===== src/sv/pf_pkg.sv =====
// Shared widths and state codes for the prime factorizer.
package pf_pkg;

  // Width of the number being factored.
  localparam int VALUE_W = 32;
  // Trial divisors never exceed the square root of the value, plus one odd step.
  localparam int DIV_W = VALUE_W / 2 + 1;
  // Width of a reported prime.
  localparam int PRIME_W = 32;
  // Width and ceiling of a reported exponent.
  localparam int EXP_W = 5;
  localparam logic [EXP_W-1:0] EXP_MAX = '1;
  // Most results one value can produce.
  localparam int MAX_RESULTS = 9;
  localparam int CNT_W = $clog2(MAX_RESULTS + 1);
  // Cycle counter for the bit-serial divider.
  localparam int DCNT_W = $clog2(VALUE_W);
  localparam logic [DCNT_W-1:0] DCNT_LAST = DCNT_W'(VALUE_W - 1);

  // Sequencer states, one-hot.
  typedef enum logic [5:0] {
    ST_IDLE  = 6'b000001,
    ST_DIV   = 6'b000010,
    ST_EVAL  = 6'b000100,
    ST_STORE = 6'b001000,
    ST_FINAL = 6'b010000,
    ST_LAST  = 6'b100000
  } pf_state_t;

endpackage


===== src/sv/prime_factorizer.sv =====
// Top level of the trial-division prime factorizer.
//
// The block takes one unsigned 32-bit value and returns one item per distinct
// prime factor, in ascending order, each with its exponent; the final item of
// a value has last set. Values 0 and 1 return a single item with none set and
// prime and exponent zero. A single bit-serial restoring divider does all the
// work: every trial of a divisor (2, then 3, 5, 7, ...) is a division and then
// an evaluation of quotient and remainder, and the search stops as soon as the
// divisor exceeds the quotient or nine results are found. A value with only
// small factors finishes far sooner than a prime near 2^32, which needs about
// 32768 trials. The input is not ready while a value is being factored.
// Results wait in an output register and a one-entry pending register, so a
// stalled consumer only pauses the search when a third result is found.
module prime_factorizer (
  input  logic                       clk,
  input  logic                       rst,
  input  logic                       in_valid,
  output logic                       in_ready,
  input  logic [pf_pkg::VALUE_W-1:0] value,
  output logic                       out_valid,
  input  logic                       out_ready,
  output logic [pf_pkg::PRIME_W-1:0] prime,
  output logic [pf_pkg::EXP_W-1:0]   exponent,
  output logic                       none,
  output logic                       last
);
  import pf_pkg::*;

  pf_state_t state;

  // Working values of the search.
  logic [VALUE_W-1:0] remaining;
  logic [DIV_W-1:0]   trial_divisor;
  logic [EXP_W-1:0]   multiplicity;
  logic               testing;
  logic [CNT_W-1:0]   found;

  // Divider registers: partial remainder, dividend shifting into quotient.
  logic [DIV_W-1:0]   part;
  logic [VALUE_W-1:0] quo;
  logic [DCNT_W-1:0]  dcnt;

  // One result held back until it is known whether it is the final one.
  logic               pend_v;
  logic [PRIME_W-1:0] pend_prime;
  logic [EXP_W-1:0]   pend_exp;
  logic               pend_none;

  logic [DIV_W:0]     shifted;
  logic               sub_ok;
  logic [DIV_W:0]     diff;
  logic [DIV_W-1:0]   part_next;
  logic [VALUE_W-1:0] quo_next;
  logic               slot_free;
  logic               loop_done;
  logic               rem_hit;
  logic [DIV_W-1:0]   divisor_next;
  logic [EXP_W-1:0]   mult_inc;
  logic               final_prime;

  // One restoring division step per cycle.
  always_comb begin
    shifted   = {part, quo[VALUE_W-1]};
    sub_ok    = shifted >= {1'b0, trial_divisor};
    diff      = shifted - {1'b0, trial_divisor};
    part_next = sub_ok ? diff[DIV_W-1:0] : shifted[DIV_W-1:0];
    quo_next  = {quo[VALUE_W-2:0], sub_ok};
  end

  // Decisions taken once a division has finished.
  always_comb begin
    loop_done    = ({{(VALUE_W-DIV_W){1'b0}}, trial_divisor} > quo) ||
                   (found == CNT_W'(MAX_RESULTS));
    rem_hit      = (part == '0);
    divisor_next = (trial_divisor == DIV_W'(2)) ? DIV_W'(3) : trial_divisor + DIV_W'(2);
    mult_inc     = (multiplicity == EXP_MAX) ? multiplicity : multiplicity + EXP_W'(1);
    final_prime  = (remaining > VALUE_W'(1)) && (found < CNT_W'(MAX_RESULTS));
  end

  assign slot_free = !out_valid || out_ready;
  assign in_ready  = (state == ST_IDLE);

  // Sequencer, divider and result registers.
  always_ff @(posedge clk) begin
    if (out_valid && out_ready) begin
      out_valid <= 1'b0;
    end
    case (state)
      ST_IDLE: begin
        if (in_valid) begin
          remaining     <= value;
          trial_divisor <= DIV_W'(2);
          multiplicity  <= '0;
          testing       <= 1'b1;
          found         <= '0;
          part          <= '0;
          quo           <= value;
          dcnt          <= '0;
          if (value < VALUE_W'(2)) begin
            pend_v     <= 1'b1;
            pend_prime <= '0;
            pend_exp   <= '0;
            pend_none  <= 1'b1;
            state      <= ST_LAST;
          end else begin
            pend_v <= 1'b0;
            state  <= ST_DIV;
          end
        end
      end
      ST_DIV: begin
        part <= part_next;
        quo  <= quo_next;
        dcnt <= dcnt + DCNT_W'(1);
        if (dcnt == DCNT_LAST) begin
          state <= ST_EVAL;
        end
      end
      ST_EVAL: begin
        if (testing && loop_done) begin
          state <= ST_FINAL;
        end else if (rem_hit) begin
          // Divisor goes in: divide it out again.
          remaining    <= quo;
          multiplicity <= mult_inc;
          testing      <= 1'b0;
          part         <= '0;
          dcnt         <= '0;
          state        <= ST_DIV;
        end else if (!testing) begin
          state <= ST_STORE;
        end else begin
          trial_divisor <= divisor_next;
          part          <= '0;
          quo           <= remaining;
          dcnt          <= '0;
          state         <= ST_DIV;
        end
      end
      ST_STORE: begin
        // Park the new factor; the older pending one moves to the output.
        if (!pend_v || slot_free) begin
          if (pend_v) begin
            out_valid <= 1'b1;
            prime     <= pend_prime;
            exponent  <= pend_exp;
            none      <= pend_none;
            last      <= 1'b0;
          end
          pend_v        <= 1'b1;
          pend_prime    <= {{(PRIME_W-DIV_W){1'b0}}, trial_divisor};
          pend_exp      <= multiplicity;
          pend_none     <= 1'b0;
          found         <= found + CNT_W'(1);
          trial_divisor <= divisor_next;
          multiplicity  <= '0;
          testing       <= 1'b1;
          part          <= '0;
          quo           <= remaining;
          dcnt          <= '0;
          state         <= ST_DIV;
        end
      end
      ST_FINAL: begin
        // A cofactor above one is itself the largest prime.
        if (!final_prime) begin
          state <= ST_LAST;
        end else if (!pend_v || slot_free) begin
          if (pend_v) begin
            out_valid <= 1'b1;
            prime     <= pend_prime;
            exponent  <= pend_exp;
            none      <= pend_none;
            last      <= 1'b0;
          end
          pend_v     <= 1'b1;
          pend_prime <= PRIME_W'(remaining);
          pend_exp   <= EXP_W'(1);
          pend_none  <= 1'b0;
          found      <= found + CNT_W'(1);
          remaining  <= VALUE_W'(1);
          state      <= ST_LAST;
        end
      end
      ST_LAST: begin
        if (slot_free) begin
          out_valid <= 1'b1;
          prime     <= pend_prime;
          exponent  <= pend_exp;
          none      <= pend_none;
          last      <= 1'b1;
          pend_v    <= 1'b0;
          state     <= ST_IDLE;
        end
      end
      default: begin
        state <= ST_IDLE;
      end
    endcase
    if (rst) begin
      state     <= ST_IDLE;
      out_valid <= 1'b0;
      pend_v    <= 1'b0;
    end
  end

endmodule


===== config.mk =====
export PLATFORM = sky130hd
export DESIGN_NAME = prime_factorizer
export DESIGN_NICKNAME = d
export VERILOG_FILES = /design/src/sv/pf_pkg.sv /design/src/sv/prime_factorizer.sv
export SDC_FILE = /design/constraint.sdc
export NUM_CORES = 1
export LEC_CHECK = 0
export ABC_AREA = 1
export BUFFER_PORTS_ARGS = -buffer_cell sky130_fd_sc_hd__buf_2
export CAP_MARGIN = 20
export CELL_PAD_IN_SITES_DETAIL_PLACEMENT = 1
export CELL_PAD_IN_SITES_GLOBAL_PLACEMENT = 2
export CORE_ASPECT_RATIO = 1.5
export CORE_MARGIN = 5
export CORE_UTILIZATION = 41
export CTS_BUF_LIST = sky130_fd_sc_hd__clkbuf_4
export CTS_CLUSTER_SIZE = 20
export DETAILED_ROUTE_END_ITERATION = 10
export PLACE_DENSITY_LB_ADDON = 0.1
export SYNTH_ARGS = -nofsm -noshare
export SYNTH_HDL_FRONTEND = slang
export SYNTH_SLANG_ARGS = --single-unit

===== constraint.sdc =====
create_clock -name clk -period 4.8 [get_ports clk]
set_input_delay 0.48 -clock clk [delete_from_list [all_inputs] [get_ports clk]]
set_output_delay 0.48 -clock clk [all_outputs]
set_load 0.02 [all_outputs]

==> results.yml, run 1 <==
status:
  status: "finished, final reports clean"
clock_network:
  numCtsBuffers: 17
  cts_tree: "built"
  post-cts-setup-buffer-count: 0
  cts_buffer_depth: 2
  cts_resized: 0
  clock_sinks: 198
  htree_levels: 4
  clock_latency_ns: 0.63
  clkTransAtPathRegs_ns: 0.16
  root_buffer: "clkbuf_4"
  hold_buffers: 0
yosys:
  syn_avg_cell_area_sq_um: 10.4
  yosysSeqAreaShare_pct: 58.3
  synth_area_leader_cell: "edfxtp_1"
  yosysMostFrequentCell: "edfxtp_1"
  syn_inst: 964
  synth_edf_count: 190
  synthesis.area_sq_um: 10100
  yosys_warnings: 0
  synthTopCellsByCount: "190 x edfxtp_1, 163 x nand2_1, 130 x inv_1"
  syn_nets: 1043
  yosysTopAreaCellShare_pct: 56.7
  synthDistinctLibCells: 50
  synth.area.top_cells: "edfxtp_1 57%, nand2_1 6.1%, ha_1 5.2%"
  ys_ff_latch: 198
  synthFlopType: "edfxtp_1"
  async_flop_share_pct: 0
worst_setup_path:
  cp_data_required_time_ns: 5.05
  startpoint_type: "register"
  crit_type: "register to register"
  path_cells: "nor2_2 -> nand3_1 -> nand2_1 -> inv_2 -> a211oi_1 -> nand4_1 -> inv_1 -> buf_4"
  slowest_stage: "nand3_1"
  crit_path_end_kind: "register"
  critical_path_arrival_ns: 3.47
  slowest_delay_ns: 0.73
  crit_start: "state[5]"
  path_max_fanout: 32
  worstReg2RegStart: "state[5]"
routing:
  top_layer: "met5"
  wl_met3_um: 1180
  wl_met1_um: 11700
  drt-total-wl_um: 30200
  vias: 7476
  wl_per_cell_um: 21.9
  route.detailed.drc: 0
  drt.antenna.violating_nets: 0
  wl_met2_um: 16200
  drt_iter0_markers: 457
  dr.pass1.iters: 6
  vias_per_cell: 5.41
global_routing:
  grt_antenna_before_repair: 5
  grt_max_degree: 41
  grt_first_pass_wirelength_um: 46400
  gr-total-overflow: 0
  grt_pass1_vias: 7849
  grt_util_all_layers_pct: 22.3
cells_and_area:
  seqCellArea_sq_um: 5870
  drive_above_1_share_pct: 17.2
  stdcell_area_sq_um: 11100
  syn_to_final_growth_pct: 10.8
  finalNetCount: 1121
  num-fill-cells: 2744
  multi_input_area_sq_um: 3540
timing:
  max_freq_mhz: 311
  rsz0062_at_grt: "false"
  worst_slew_pin_slew_ns: 1.00
  fin_tns_setup_ns: 0
  fin_crit_sh_pct: 67.0
  skew_ns: 0.0371
  relSlewSlack_pct: 33.1
  finalCriticalPeriod_ns: 3.22
  drv_slew: 0
  finalHoldViolations: 0
  setup_violations: 0
floorplan:
  ios: 77
  die_w_um: 138
  placementRows: 70
  fp.dieArea_sq_um: 27800
  fp.dieH_um: 202
  initial_core_util_pct: 41.5
  coreArea_sq_um: 24300
min_path:
  holdCritStartpoint: "rst"
  hp-class: "primary input to register"
place:
  place_area_sq_um: 10800
  placement.io_buffers: 76
  hpwl_um: 22600
  gp_congestion: 0.806
job:
  maxCapViolations: 0
power_and_ir_drop:
  leakage_nw: 4.56
  vdd_drop_max_mv: 0.431
  powerDensity_nw_per_um2: 615
metal layers:
metal  vias to the layer above  global-route usage, %
met5                         -                      0
met3                        52                   3.46
li1                       3558                      -
met1                      3645                   26.0
met2                       217                   40.2
met4                         4                   8.72
flip-flops by register name (all words and copies together) (netlist names), 6 cells and up:
name,cells
part,17
remaining,32
trial_divisor,17
state,6
pend_prime,32
prime,32
quo,32
power by group:
part | switching, W | leakage (nW) | internal, W
clock | 0.000635 | 0.162 | 0.000374
sequential | 0.000311 | 1.88 | 0.00266
combinational | 0.00206 | 2.51 | 0.000816
total | 0.00301 | 4.56 | 0.00385
path summary, 6_finish.rpt:
path / slack [ns] / cells past startpoint / end
worst max register to register: 1.58 / 8 / remaining[4]
worst min register to register: 0.42 / 0 / prime[25]
worst min-delay path: 0.13 / 2 / state[4]
worst max-delay path: 1.58 / 8 / remaining[4]
layout make-up:
cell class,count,share of cell area (%)
Tap cell,324,3.64
Antenna cell,3,0.0673
Timing Repair Buffer,89,4.29
Inverter,140,4.71
Multi-Input combinational cell,596,31.8
Clock buffer,17,1.14
Sequential cell,198,52.6
Clock inverter,15,1.76
logic make-up after synthesis:
kind of cell               after synthesis  share of synthesized area [%]
AOI/OAI and AO/OA                      186                           12.1
xor gates and xnor gates                17                           1.48
adders and majority gates               43                           5.42
buffers and inverters                  170                           6.81
DFF                                    198                           58.3
and+or+nand+nor                        350                           15.9
per-stage QoR:
step / instances / hold slack [ns] / setup slack, ns / power [W] / util (%)
after global routing: 1382 / 0.102 / 1.32 / 0.00735 / 46.0
after detailed placement: 1347 / 0.406 / 1.35 / 0.00594 / 44.6
final: 1382 / 0.126 / 1.58 / 0.00686 / 46.0
after CTS: 1379 / 0.0824 / 1.56 / 0.00694 / 45.9
after floorplan: 964 / 0.400 / 0.369 / 0.00499 / -
after global placement: 1347 / 0.401 / 1.48 / 0.00588 / 44.6
cell usage in the layout (no fill, tap or decap), drive strengths merged, types with 2 or more instances in the layout:
master / count
edfxtp: 190
nand2: 165
inv: 144
nor2: 96
buf: 89
o21ai: 66
a21oi: 54
ha: 42
o221ai: 31
nand4: 29
nand3: 25
clkbuf: 17
o22ai: 16
nor4: 14
nor3: 12
xor2: 9
xnor2: 8
dfxtp: 8
clkinv: 5
a21o: 4
nor3b: 4
a31oi: 4
a211oi: 4
diode: 3
o21a: 3
bufinv: 3
clkinvlp: 3
o211ai: 2
or2: 2
worst max-delay path, delay by kind of cell (launching register included):
kind	cells	cell delay (ns)
AO/OA/AOI/OAI	1	0.30
flip-flops	1	0.35
AND/OR/NAND/NOR	4	1.35
buffers and inverters	3	0.83
Power figures use the tool's default switching activity.
==> run 2: changes to the inputs <==
Settings changed: ABC_AREA 1 to 0, CORE_UTILIZATION 41 to 42.
Clock period 4.8 ns to 3.2 ns, I/O delays scaled along.
==> results.yml, run 2 <==
timing:
  worst_slew_pin_slew_ns: 0.725
  fin_crit_sh_pct: 98.0
  max_freq_mhz: 319
  finalCriticalPeriod_ns: 3.14
  hold_ws_ns: 0.0445
  drv_slew: 0
  relSlewSlack_pct: 51.6
  fin_ws_ns: 0.0649
  fin_tns_setup_ns: 0
  setup_violations: 0
  skew_ns: 0.0225
  finalHoldViolations: 0
cells_and_area:
  syn_to_final_growth_pct: 14.6
  finalNetCount: 1057
  fin_util_pct: 48.9
  multi_input_area_sq_um: 3750
  num-fill-cells: 2553
  final_common_cell: "edfxtp_1"
  drive_above_1_share_pct: 16.2
  seqCellArea_sq_um: 5870
  final_cell_mix: "190 x edfxtp_1, 108 x nand2_1, 80 x nor2_1, 76 x buf_2, 44 x inv_1"
worst_setup_path:
  crit_path_end_kind: "register"
  crit_type: "register to register"
  startpoint_type: "register"
  critical_path_arrival_ns: 3.46
  cp_data_required_time_ns: 3.52
  path_max_fanout: 32
  timing.reg2reg.setup_slack_ns: 0.06
routing:
  drt_iter0_markers: 467
  dr.pass1.iters: 6
  drt.antenna.violating_nets: 0
  route.detailed.drc: 0
  wl_per_cell_um: 22.4
  drt-total-wl_um: 29200
  vias_per_cell: 5.69
  vias: 7443
floorplan:
  coreArea_sq_um: 23100
  placementRows: 68
  fp.dieH_um: 198
  fp.dieArea_sq_um: 26800
  die_w_um: 135
  ios: 77
  initial_core_util_pct: 42.7
global_routing:
  grt_util_all_layers_pct: 22.0
  grt_antenna_before_repair: 1
  grt_pass1_vias: 7972
  grt_first_pass_wirelength_um: 45000
  grt_max_degree: 39
  gr-total-overflow: 0
place:
  gp_congestion: 0.860
  pre_cts_ws_ns: 0.0828
  placement.io_buffers: 76
  hpwl_um: 21800
yosys:
  syn_avg_cell_area_sq_um: 11.4
  ys_ff_latch: 198
  yosysTopAreaCellShare_pct: 57.7
  syn_inst: 869
  synth.area.top_cells: "edfxtp_1 58%, ha_1 5.3%, nand2_1 4.1%"
  synthesis.area_sq_um: 9880
  synthDistinctLibCells: 56
  synthFlopType: "edfxtp_1"
  synthTopCellsByCount: "190 x edfxtp_1, 108 x nand2_1, 83 x nor2_1"
  yosys_warnings: 0
  yosysMostFrequentCell: "edfxtp_1"
  async_flop_share_pct: 0
  synth_edf_count: 190
  synth_area_leader_cell: "edfxtp_1"
  yosysSeqAreaShare_pct: 59.3
  syn_nets: 948
power_and_ir_drop:
  pwr-share-seq_pct: 43.8
  fin_total_pwr_w: 0.0100
  powerDensity_nw_per_um2: 883
  p_switching_w: 0.00417
  vdd_drop_max_mv: 0.549
  leakage_nw: 4.57
  p_sw_share_pct: 41.7
  power_frac_clock_pct: 13.3
  power.internal_w: 0.00583
  p_comb_share_pct: 43.0
job:
  maxCapViolations: 0
clock_network:
  post-cts-setup-buffer-count: 0
  cts_buffer_depth: 2
  clock_sinks: 198
  cts_tree: "built"
  clock_latency_ns: 0.62
  numCtsBuffers: 17
  htree_levels: 4
  root_buffer: "clkbuf_4"
  clkTransAtPathRegs_ns: 0.16
status:
  status: "finished, final reports clean"
min_path:
  hp-class: "primary input to register"
[run 2: logic make-up after synthesis]
logic type               synth area share, %
buffers and inverters                   3.27
adder cells (fa/ha/maj)                 5.52
multiplexers                           0.101
flip-flops                              59.3
AND/OR/NAND/NOR                         16.3
AO/OA/AOI/OAI                           12.7
XOR/XNOR                                2.75
[run 2: final cells by class]
type	count	share of cell area, %
Clock inverter	15	1.26
Antenna cell	1	0.0221
Inverter	45	1.49
Sequential cell	198	51.8
Multi-Input combinational cell	589	33.1
Clock buffer	17	1.13
Tap cell	315	3.48
Timing Repair Buffer	127	7.76
[run 2: repair_timing]
action / 4_1_cts / 5_1_grt
hold buffers: 16 / 0
endpoints found under the setup margin: 0 / 6
resized for setup: 0 / 2
hold endpoints to repair: 31 / 0
[run 2: final timing paths]
check / from / end / cells past startpoint
hold / removal: value[8] / remaining[8] / 3
setup reg to reg: trial_divisor[1] / remaining[3] / 10
hold reg to reg: pend_exp[1] / exponent[1] / 0
setup / recovery: trial_divisor[1] / remaining[3] / 10
[run 2: power by group through the flow]
stage	Combinational (W)	Clock [W]	Sequential [W]
2_1_floorplan	0.00283	0	0.00417
3_3_place_gp	0.00413	0	0.00439
3_5_place_dp	0.00426	0	0.00443
4_1_cts	0.00430	0.00137	0.00437
5_1_grt	0.00474	0.00147	0.00444
6_report	0.00430	0.00133	0.00438
[run 2: through the flow]
step                      area, sq um  instances
after floorplan                  9900        869
after global placement          10900       1258
after detailed placement        10900       1258
after CTS                       11300       1306
after global routing            11300       1307
final                           11300       1307
[run 2: routing by layer]
metal / global-route usage (%) / vias to the layer above / share of wire [%]
met4: 7.66 / 0 / 2.6
met3: 3.15 / 50 / 3.7
met5: 0 / - / 0
met1: 25.6 / 3751 / 39
li1: - / 3445 / -
met2: 41.1 / 197 / 55
[run 2: worst max-delay path, stage by stage, from the launching register on]
cell	delay (ns)
edfxtp_1	0.56
ha_1	0.36
nor2b_1	0.15
o21a_1	0.19
o21ai_1	0.20
a21oi_1	0.10
o31a_1	0.33
o21a_1	0.22
o211ai_1	0.21
and4_1	0.28
buf_12	0.23
